## config.mk

```make
export PLATFORM = sky130hd
export DESIGN_NAME = kway_merge_min_select_top
export DESIGN_NICKNAME = d
export VERILOG_FILES = /design/src/kmms_pkg.sv /design/src/kway_merge_min_select_top.sv
export SDC_FILE = /design/constraint.sdc
export NUM_CORES = 1
export LEC_CHECK = 0
export BUFFER_PORTS_ARGS = -buffer_cell sky130_fd_sc_hd__buf_2
export CORE_MARGIN = 1
export CORE_UTILIZATION = 45
export CTS_CLUSTER_SIZE = 16
export DETAILED_ROUTE_END_ITERATION = 12
export GPL_ROUTABILITY_DRIVEN = 0
export HOLD_SLACK_MARGIN = 0.02
export MAX_ROUTING_LAYER = met4
export SETUP_SLACK_MARGIN = 0.1
export SLEW_MARGIN = 20
export SYNTH_ARGS = -nofsm -noshare
export SYNTH_HDL_FRONTEND = slang
export SYNTH_SLANG_ARGS = --single-unit
```

## constraint.sdc

```tcl
create_clock -name clk -period 2.9 [get_ports clk]
set_clock_uncertainty 0.1 [all_clocks]
set_input_delay 0.29 -clock clk [delete_from_list [all_inputs] [get_ports clk]]
set_output_delay 0.29 -clock clk [all_outputs]
set_load 0.02 [all_outputs]
```

## src/kmms_pkg.sv

```systemverilog
`timescale 1ns / 1ps
`default_nettype none

package kmms_pkg;

  localparam int KEY_W       = 32;
  localparam int RUN_W       = 3;
  // run + head_key + pick, padded to whole bytes
  localparam int IN_TDATA_W  = 40;
  // winner_run + winner_key, padded to whole bytes
  localparam int OUT_TDATA_W = 40;

  typedef logic signed [KEY_W-1:0] key_t;

  typedef enum logic [1:0] {
    ST_IDLE,
    ST_SCAN,
    ST_LAST,
    ST_EMIT
  } kmms_state_t;

endpackage

`default_nettype wire

```

## src/kway_merge_min_select_top.sv

```systemverilog
`timescale 1ns / 1ps
`default_nettype none

// K-way merge winner selector. Holds one head key (signed Q16.16) and one
// live flag per run slot. Every input request updates one slot (load a key
// and mark it live, or mark it exhausted); a request with pick set then
// scans all RUNS slots and returns the live slot with the smallest key
// (largest when reverse_order is 1), lowest slot winning on ties, or
// found = 0 once every run is exhausted. A request with pick keeps the
// block busy through the scan, which reads the key memory one slot per
// cycle through a single comparator, and until the result is registered.
// The result sits in an output register, so a new request is taken while
// it waits. The key memory needs no clearing: only keys of live slots are
// used, and a slot only turns live when its key is written. The user must
// change reverse_order only while the block is idle; the block does not enforce it.
module kway_merge_min_select_top #(
  parameter int RUNS = 8
) (
  input  wire                                  clk,
  input  wire                                  rst_n,
  // in_tdata, low bit up: run[2:0], head_key[34:3], pick[35], zero pad
  input  wire  [kmms_pkg::IN_TDATA_W-1:0]      in_tdata,
  // in_tuser: has_key
  input  wire                                  in_tuser,
  input  wire                                  in_tvalid,
  output logic                                 in_tready,
  // out_tdata, low bit up: winner_run[2:0], winner_key[34:3], zero pad
  output logic [kmms_pkg::OUT_TDATA_W-1:0]     out_tdata,
  // out_tuser: found
  output logic                                 out_tuser,
  output logic                                 out_tvalid,
  input  wire                                  out_tready,
  // cfg_data: reverse_order
  input  wire                                  cfg_data,
  input  wire                                  cfg_valid,
  output logic                                 cfg_ready
);

  localparam int RIDX_W = (RUNS > 1) ? $clog2(RUNS) : 1;
  localparam int AW     = (RIDX_W > kmms_pkg::RUN_W) ? RIDX_W : kmms_pkg::RUN_W;

  // ---- request fields ----
  logic [kmms_pkg::RUN_W-1:0] in_run;
  kmms_pkg::key_t             in_key;
  logic                       in_pick;
  logic                       in_has_key;
  logic                       in_acc;
  logic [AW-1:0]              run_ext;
  logic                       run_ok;
  logic [RIDX_W-1:0]          wr_addr;

  assign in_run     = in_tdata[kmms_pkg::RUN_W-1:0];
  assign in_key     = in_tdata[kmms_pkg::RUN_W +: kmms_pkg::KEY_W];
  assign in_pick    = in_tdata[kmms_pkg::RUN_W + kmms_pkg::KEY_W];
  assign in_has_key = in_tuser;
  assign in_acc     = in_tvalid && in_tready;

  // slot index, widened so that out-of-range runs are seen and ignored
  assign run_ext = AW'(in_run);
  assign run_ok  = {1'b0, run_ext} < (AW+1)'(RUNS);
  assign wr_addr = run_ext[RIDX_W-1:0];

  // ---- configuration ----
  logic reverse_order_r;

  assign cfg_ready = 1'b1;

  always_ff @(posedge clk) begin
    if (!rst_n) begin
      reverse_order_r <= 1'b0;
    end else if (cfg_valid && cfg_ready) begin
      reverse_order_r <= cfg_data;
    end
  end

  // ---- sequencer ----
  kmms_pkg::kmms_state_t state_r, state_nxt;
  logic [RIDX_W-1:0]     cnt_r, cnt_nxt;
  logic                  rd_en;
  logic                  emit;

  always_ff @(posedge clk) begin
    if (!rst_n) begin
      state_r <= kmms_pkg::ST_IDLE;
      cnt_r   <= '0;
    end else begin
      state_r <= state_nxt;
      cnt_r   <= cnt_nxt;
    end
  end

  always_comb begin
    state_nxt = state_r;
    cnt_nxt   = cnt_r;
    in_tready = 1'b0;
    rd_en     = 1'b0;
    emit      = 1'b0;
    unique case (state_r)
      kmms_pkg::ST_IDLE: begin
        in_tready = 1'b1;
        if (in_tvalid && in_pick) begin
          state_nxt = kmms_pkg::ST_SCAN;
          cnt_nxt   = '0;
        end
      end
      kmms_pkg::ST_SCAN: begin
        rd_en   = 1'b1;
        cnt_nxt = cnt_r + 1'b1;
        if (cnt_r == RIDX_W'(RUNS-1)) begin
          state_nxt = kmms_pkg::ST_LAST;
        end
      end
      kmms_pkg::ST_LAST: begin
        // last slot is compared at this edge
        state_nxt = kmms_pkg::ST_EMIT;
      end
      kmms_pkg::ST_EMIT: begin
        if (!out_tvalid || out_tready) begin
          emit      = 1'b1;
          state_nxt = kmms_pkg::ST_IDLE;
        end
      end
      default: begin
        state_nxt = kmms_pkg::ST_IDLE;
      end
    endcase
  end

  // ---- key memory, registered read ----
  kmms_pkg::key_t key_mem [RUNS];
  kmms_pkg::key_t rd_data_r;
  logic           rd_vld_r;
  logic [RIDX_W-1:0] rd_idx_r;

  always_ff @(posedge clk) begin
    if (in_acc && run_ok && in_has_key) begin
      key_mem[wr_addr] <= in_key;
    end
    if (rd_en) begin
      rd_data_r <= key_mem[cnt_r];
    end
    rd_idx_r <= cnt_r;
  end

  always_ff @(posedge clk) begin
    if (!rst_n) begin
      rd_vld_r <= 1'b0;
    end else begin
      rd_vld_r <= rd_en;
    end
  end

  // ---- live flags ----
  logic [RUNS-1:0] live_r;

  always_ff @(posedge clk) begin
    if (!rst_n) begin
      live_r <= '0;
    end else if (in_acc && run_ok) begin
      live_r[wr_addr] <= in_has_key;
    end
  end

  // ---- compare: strict, so ties keep the lower slot ----
  kmms_pkg::key_t    best_key_r;
  logic [RIDX_W-1:0] best_run_r;
  logic              best_found_r;
  logic              beats;
  logic              take;

  assign beats = reverse_order_r ? (rd_data_r > best_key_r) : (rd_data_r < best_key_r);
  assign take  = rd_vld_r && live_r[rd_idx_r] && (!best_found_r || beats);

  always_ff @(posedge clk) begin
    if (!rst_n) begin
      best_found_r <= 1'b0;
    end else if (in_acc && in_pick) begin
      best_found_r <= 1'b0;
    end else if (take) begin
      best_found_r <= 1'b1;
    end
  end

  always_ff @(posedge clk) begin
    if (take) begin
      best_key_r <= rd_data_r;
      best_run_r <= rd_idx_r;
    end
  end

  // ---- output register ----
  logic                   out_valid_r;
  logic                   out_found_r;
  logic [kmms_pkg::RUN_W-1:0] out_run_r;
  kmms_pkg::key_t         out_key_r;
  logic [AW-1:0]          best_run_ext;

  assign best_run_ext = AW'(best_run_r);

  always_ff @(posedge clk) begin
    if (!rst_n) begin
      out_valid_r <= 1'b0;
    end else if (emit) begin
      out_valid_r <= 1'b1;
    end else if (out_tready) begin
      out_valid_r <= 1'b0;
    end
  end

  always_ff @(posedge clk) begin
    if (emit) begin
      out_found_r <= best_found_r;
      out_run_r   <= best_found_r ? best_run_ext[kmms_pkg::RUN_W-1:0] : '0;
      out_key_r   <= best_found_r ? best_key_r : '0;
    end
  end

  assign out_tvalid = out_valid_r;
  assign out_tuser  = out_found_r;
  assign out_tdata  = {
    (kmms_pkg::OUT_TDATA_W - kmms_pkg::KEY_W - kmms_pkg::RUN_W)'(0),
    out_key_r, out_run_r};

endmodule

`default_nettype wire

```

== Word level (Yosys, flattened, before mapping) ==
Memory sizes are Yosys's and may differ from the RTL's. A register that Yosys moved wholly into a read port is not among the register bits.
Index checks and enable logic that the tools add are counted.

* $add $sub $neg: 1
* Multipliers: 0
* Divide/modulo/power cells: 0
* Order comparisons: 5
* Eq/ne operators: 7
* Shifts and indexed selects: 0
* Multiplexer cells: 20
* Bitwise logic cells: 1
* Reduce and logical (&&, ||, !) cells: 17

{| class="wikitable"
|+ Operators with widths
! kind !! number
|-
| $gt 32x32->1 || 1
|-
| $lt 32x32->1 || 1
|-
| $mux 1 || 11
|-
| $bwmux 8 || 1
|-
| $lt 3x4->1 const B || 2
|-
| $pmux 2 s4 || 1
|-
| $logic_and 1x1->1 || 7
|-
| $mux 2 || 3
|-
| $ne 2x2->1 const B || 3
|-
| $pmux 3 s2 || 1
|-
| $eq 2x2->1 const B || 2
|-
| $reduce_bool 2->1 || 2
|-
| $add 3x1->3 const B || 1
|-
| $bmux 1 s3 || 1
|-
| $demux 1 s3 || 1
|-
| $eq 3x3->1 const B || 1
|-
| $ge 3x1->1 const B || 1
|-
| $mux 3 || 1
|-
| $reduce_and 3->1 || 1
|-
| $eq 2x1->1 const B || 1
|-
| $logic_not 1->1 || 2
|-
| $logic_not 2->1 || 1
|-
| $logic_or 1x1->1 || 2
|-
| $reduce_and 2->1 || 1
|-
| 2 further kinds || 2
|}

* Flip-flop bits (word level): 91
* Bits in latches: 0
* Bits in writable memories: 256
* Bits in read-only memories: 0
* Input bits: 47
* Memories kept: 1

{| class="wikitable"
|+ Memories
! memory !! words !! width !! read ports !! clocked after memory_dff !! wr ports !! line !! RTL
|-
| key_mem || 8 || 32 || 1 || 1 || 1 || kway_merge_min_select_top.sv:130 || <nowiki>kmms_pkg::key_t key_mem [RUNS];</nowiki>
|}

== Depth between registers and ports, before layout ==
* Depth after elaboration: 6
* Gate-level depth with buffers: 8
* Mapped depth without buffers: 8

== Worst setup path before layout ==
No wires, ideal clock.

* Kind: register -> register
* Start: register state_r[0]
* End: memory key_mem[4][0] (netlist bit), enable pin
* Setup time: 0.423 ns
* Arrival: 2.638 ns
* Data required time: 2.377 ns
* Slack: -0.260 ns
* Stages on the path, launching flop included: 6
* Buffers on the path: 0
* Period minus slack after synthesis: 3.160 ns
* Cell sequence: dfxtp_1 inv_1 ha_1 nand2_1 or3_1 nor2_1

* Cells in the longest elaborated chain, start to end: 6

{| class="wikitable"
|+ RTL lines
! item !! line !! RTL
|-
| from (decl) || kway_merge_min_select_top.sv:77 || <nowiki>kmms_pkg::kmms_state_t state_r, state_nxt;</nowiki>
|-
| from (signal assigned) || kway_merge_min_select_top.sv:84 || <nowiki>state_r <= kmms_pkg::ST_IDLE;</nowiki>
|-
| from (signal assigned) || kway_merge_min_select_top.sv:87 || <nowiki>state_r <= state_nxt;</nowiki>
|-
| $logic_not 2->1 || kway_merge_min_select_top.sv:98 || <nowiki>unique case (state_r)</nowiki>
|-
| $mux 1 || kway_merge_min_select_top.sv:98 ||
|-
| via in_tready || kway_merge_min_select_top.sv:26 || <nowiki>output logic in_tready,</nowiki>
|-
| $logic_and 1x1->1 || kway_merge_min_select_top.sv:56 || <nowiki>assign in_acc = in_tvalid && in_tready;</nowiki>
|-
| $logic_and 1x1->1 || kway_merge_min_select_top.sv:136 || <nowiki>if (in_acc && run_ok && in_has_key) begin</nowiki>
|-
| $mux 1 || kway_merge_min_select_top.sv:136 ||
|-
| $mux 1 (not written as such) || kway_merge_min_select_top.sv:137 || <nowiki>key_mem[wr_addr] <= in_key;</nowiki>
|-
| to (decl) || kway_merge_min_select_top.sv:130 ||
|}

The timed path passes the listed nets, and every way through them passes these cells.

== Worst setup path in the final report ==
* Start: register rd_data_r[31] (read register of key_mem)
* End: register best_key_r[9], enable pin

* Cells in the longest elaborated chain, start to end: 4
* Elaborated cells on any way between the ends: 5
* Those cells by class: 2 x order compare; 1 x mux; 2 x reduce/logical

{| class="wikitable"
|+ RTL lines
! item !! line !! RTL
|-
| from (decl) || kway_merge_min_select_top.sv:131 || <nowiki>kmms_pkg::key_t rd_data_r;</nowiki>
|-
| $lt 32x32->1 / $gt 32x32->1 (equally long branches) || kway_merge_min_select_top.sv:171 || <nowiki>assign beats = reverse_order_r ? (rd_data_r > best_key_r) : (rd_data_r < best_key_r);</nowiki>
|-
| $mux 1 (*) || kway_merge_min_select_top.sv:171 ||
|-
| $logic_or 1x1->1 (*) || kway_merge_min_select_top.sv:172 || <nowiki>assign take = rd_vld_r && live_r[rd_idx_r] && (!best_found_r || beats);</nowiki>
|-
| $logic_and 1x1->1 (*) || kway_merge_min_select_top.sv:172 ||
|-
| via take || kway_merge_min_select_top.sv:169 || <nowiki>logic take;</nowiki>
|-
| to (signal assigned) || kway_merge_min_select_top.sv:186 || <nowiki>best_key_r <= rd_data_r;</nowiki>
|-
| to (decl) || kway_merge_min_select_top.sv:165 || <nowiki>kmms_pkg::key_t best_key_r;</nowiki>
|}

The timed path passes the listed nets; every way through them passes the cells marked *.
A chain may end at the register's enable or synchronous reset.

==> impl_metrics.tcl <==
set metrics [dict create \
    pin_count 91 \
    path_max_fanout 17 \
    synthTopCellsByArea "edfxtp_1 (74%), mux4_2 (9.8%), ha_1 (3.2%), dfxtp_1 (2.7%), mux2_2 (2.6%)" \
    crit_slowest_cell "mux2_2" \
    power_density_mw_per_mm2 718 \
    place_area_mm2 0.0159 \
    cp.arrival_ns 2.85 \
    slowest_delay_ns 0.43 \
    grt_usage_pct 17.0 \
    layout_common_cells "edfxtp_1 (359), buf_2 (80), mux4_2 (64), clkbuf_16 (40), inv_1 (38)" \
    first_global_vias 7226 \
    rsz0062_at_grt "false" \
    hold_violations 0 \
    syn_area_mm2 0.0147 \
    p_total_mw 12.6 \
    critical_path_class "reg2reg" \
    antenna_left 0 \
    synth_area_leader_cell "edfxtp_1" \
    synthDistinctLibCells 36 \
    period_needed_ns 2.68 \
    synth_cells 742 \
    firstDrtPassIters 5 \
    die_y_um 182 \
    cts.clk_slew.worst_paths_ns 0.06 \
    worstSetupStartpoint "rd_data_r[31]$_DFFE_PP_" \
    drv_cap 0 \
    post_drt_wl_per_cell_um 19.5 \
    io_buffer_count 80 \
    syn_to_final_growth_pct 19.5 \
    drive_gt1_share_pct 29.4 \
    grt_max_degree 40 \
    grt-ovfl-total 0 \
    cts_buffers 39 \
    rrSetupSlack_ns 0.22 \
    holdWs_ns 0.0519 \
    relSlewSlack_pct 39.6 \
    vias 7012 \
    worst_pin_slew_ns 0.906 \
    endpoint_kind "flop" \
    coreArea_mm2 0.0318 \
    grt_pass1_wl_um 41200 \
    cp.depth 8 \
    yosys.area.top_type_share_pct 73.6 \
    drv_slew 0 \
    via_per_inst 5.14 \
    wl_um 26600 \
    min_period_over_period_pct 92.3 \
    cts-htree-levels 2 \
    drtIter0Drc 465 \
    fin_nets 985 \
    fmax_mhz 374 \
    start_kind "flop" \
    r2r_start "rd_data_r[31]$_DFFE_PP_" \
    dieWidth_um 182 \
    clk_path_buf_depth 3 \
    power_leakage_nw 5.94 \
    crit_end "best_key_r[9]$_DFFE_PP_" \
    clk_latency_ns 0.52 \
    ys_ff_latch 379 \
    drc_errors 0 \
    dp_hpwl_um 16500 \
    hold_class "in2reg" \
    outcome "finished clean" \
    mostFrequentLayoutCell "edfxtp_1" \
    fin_util_pct 55.1 \
    cts_tree "built" \
    ir_drop_uv 441 \
    synth.avg_cell_area_um2 19.8 \
    cts_sinks 379 \
    cts_root_buf "clkbuf_16" \
    cp_top_family "simple AND/OR/NAND/NOR gates" \
    reg2reg_depth 8 \
    yosysWarnings 0 \
    design_area_mm2 0.0175 \
    floorplan.initialDensity_pct 46.1 \
    grt_antenna_before_repair 2 \
    regToRegEndpoint "best_key_r[9]$_DFFE_PP_" \
    yosysSeqAreaShare_pct 76.3 \
    crit_chain "ha_1 -> nand4_1 -> nor4b_4 -> a21oi_1 -> or2_2 -> o31ai_1 -> mux2_2 -> clkbuf_16" \
    finalSetupViolCount 0 \
    dieArea_mm2 0.0333 \
    cp.required_ns 3.08 \
    row_count 65 \
    critPathBufInv 1 \
]
==> synthesized netlist by cell type (all sizes together) <==
cell type  count
nand2         23
a21o           2
a21oi         22
mux2          34
a32oi          2
buf           18
o21a           9
o211a          1
o31ai          2
nand4          4
a31oi          1
mux4          66
nand3b         1
or2            1
nand2b         3
and2           6
a221oi         1
nor2          45
nor2b         11
conb           2
ha            38
nor4           1
inv           38
nand3          4
dfxtp         20
or3            1
mux2i          2
and4           2
edfxtp       359
o21ai         11
nor4b          1
clkbuf        11
==> layout make-up <==
class,instances,area (µm²)
Multi-Input combinational cell,300,3300
Sequential cell,379,11200
Antenna cell,2,5.00
Fill cell,2378,14300
Clock inverter,24,195
Timing Repair Buffer,142,1130
Inverter,38,143
Tap cell,435,544
Clock buffer,45,998
==> flip-flops by register name (all words and copies together), names as in the netlist, 2 cells and up <==
register	flops
rd_data_r	32
live_r	8
key_mem	256
state_r	2
out_run_r	3
best_run_ext	3
out_key_r	32
rd_idx_r	3
cnt_r	3
best_key_r	32
==> timing repair <==
| item | 4_1_cts | 5_1_grt |
|---|---|---|
| pin swaps | 0 | 7 |
| buffers inserted | 0 | 2 |
| gates resized for setup | 1 | 3 |
| cloned | 0 | 1 |
| setup endpoints to repair | 16 | 35 |
| hold buffers | 35 | 0 |
| endpoints found under the hold margin | 258 | 0 |
==> metal layers <==
metal | GRT usage [%] | share of wire (%)
met1 | 23.5 | 47
met3 | 2.77 | 4.3
met5 | - | 0
met2 | 26.5 | 47
met4 | 4.50 | 2.0
==> worst min path at each step <==
stage | startpoint | endpoint | slack [ns] | cells after the start
6_report | in_tvalid | best_found_r$_SDFFE_PP0P_ | 0.05 | 4
2_1_floorplan | cnt_r[2]$_SDFFE_PN0P_ | rd_idx_r[2]$_DFF_P_ | 0.25 | 0
3_3_place_gp | rd_idx_r[2]$_DFF_P_ | best_run_ext[2]$_DFFE_PP_ | 0.33 | 0
4_1_cts | in_tvalid | best_found_r$_SDFFE_PP0P_ | 0.02 | 4
3_5_place_dp | rd_idx_r[2]$_DFF_P_ | best_run_ext[2]$_DFFE_PP_ | 0.33 | 0
5_1_grt | rst_n | best_found_r$_SDFFE_PP0P_ | 0.06 | 3
==> per-stage QoR <==
step	setup slack [ns]	instances	TNS (ns)
floorplan	-0.260	746	-16.93
detailed placement	0.129	1256	0
finish	0.224	1365	0
global route	0.0932	1365	0
global placement	0.249	1256	0
CTS	0.186	1360	0
==> tightest hold or removal path, stage by stage <==
cell and delay (ns):
buf_2 0.15, nand3_1 0.08, nand2_1 0.07, a21oi_1 0.04
==> cell families (layout without fill, tap and decap cells) <==
logic type      after synthesis  after routing  synth area share [%]
fa+ha+maj                    38             38                  3.24
compound gates               51             51                  2.08
flops                       379            379                  76.3
buf+inv                      67            249                  2.01
simple gates                103            103                  3.38
other cells                   2              8                0.0512
mux                         102            102                  12.9
==> power breakdown <==
group          internal (mW)  switching, mW
registers               6.37          0.172
clock network           2.73           1.91
logic                  0.648          0.740
No activity file was read; power rests on OpenSTA's default activity.
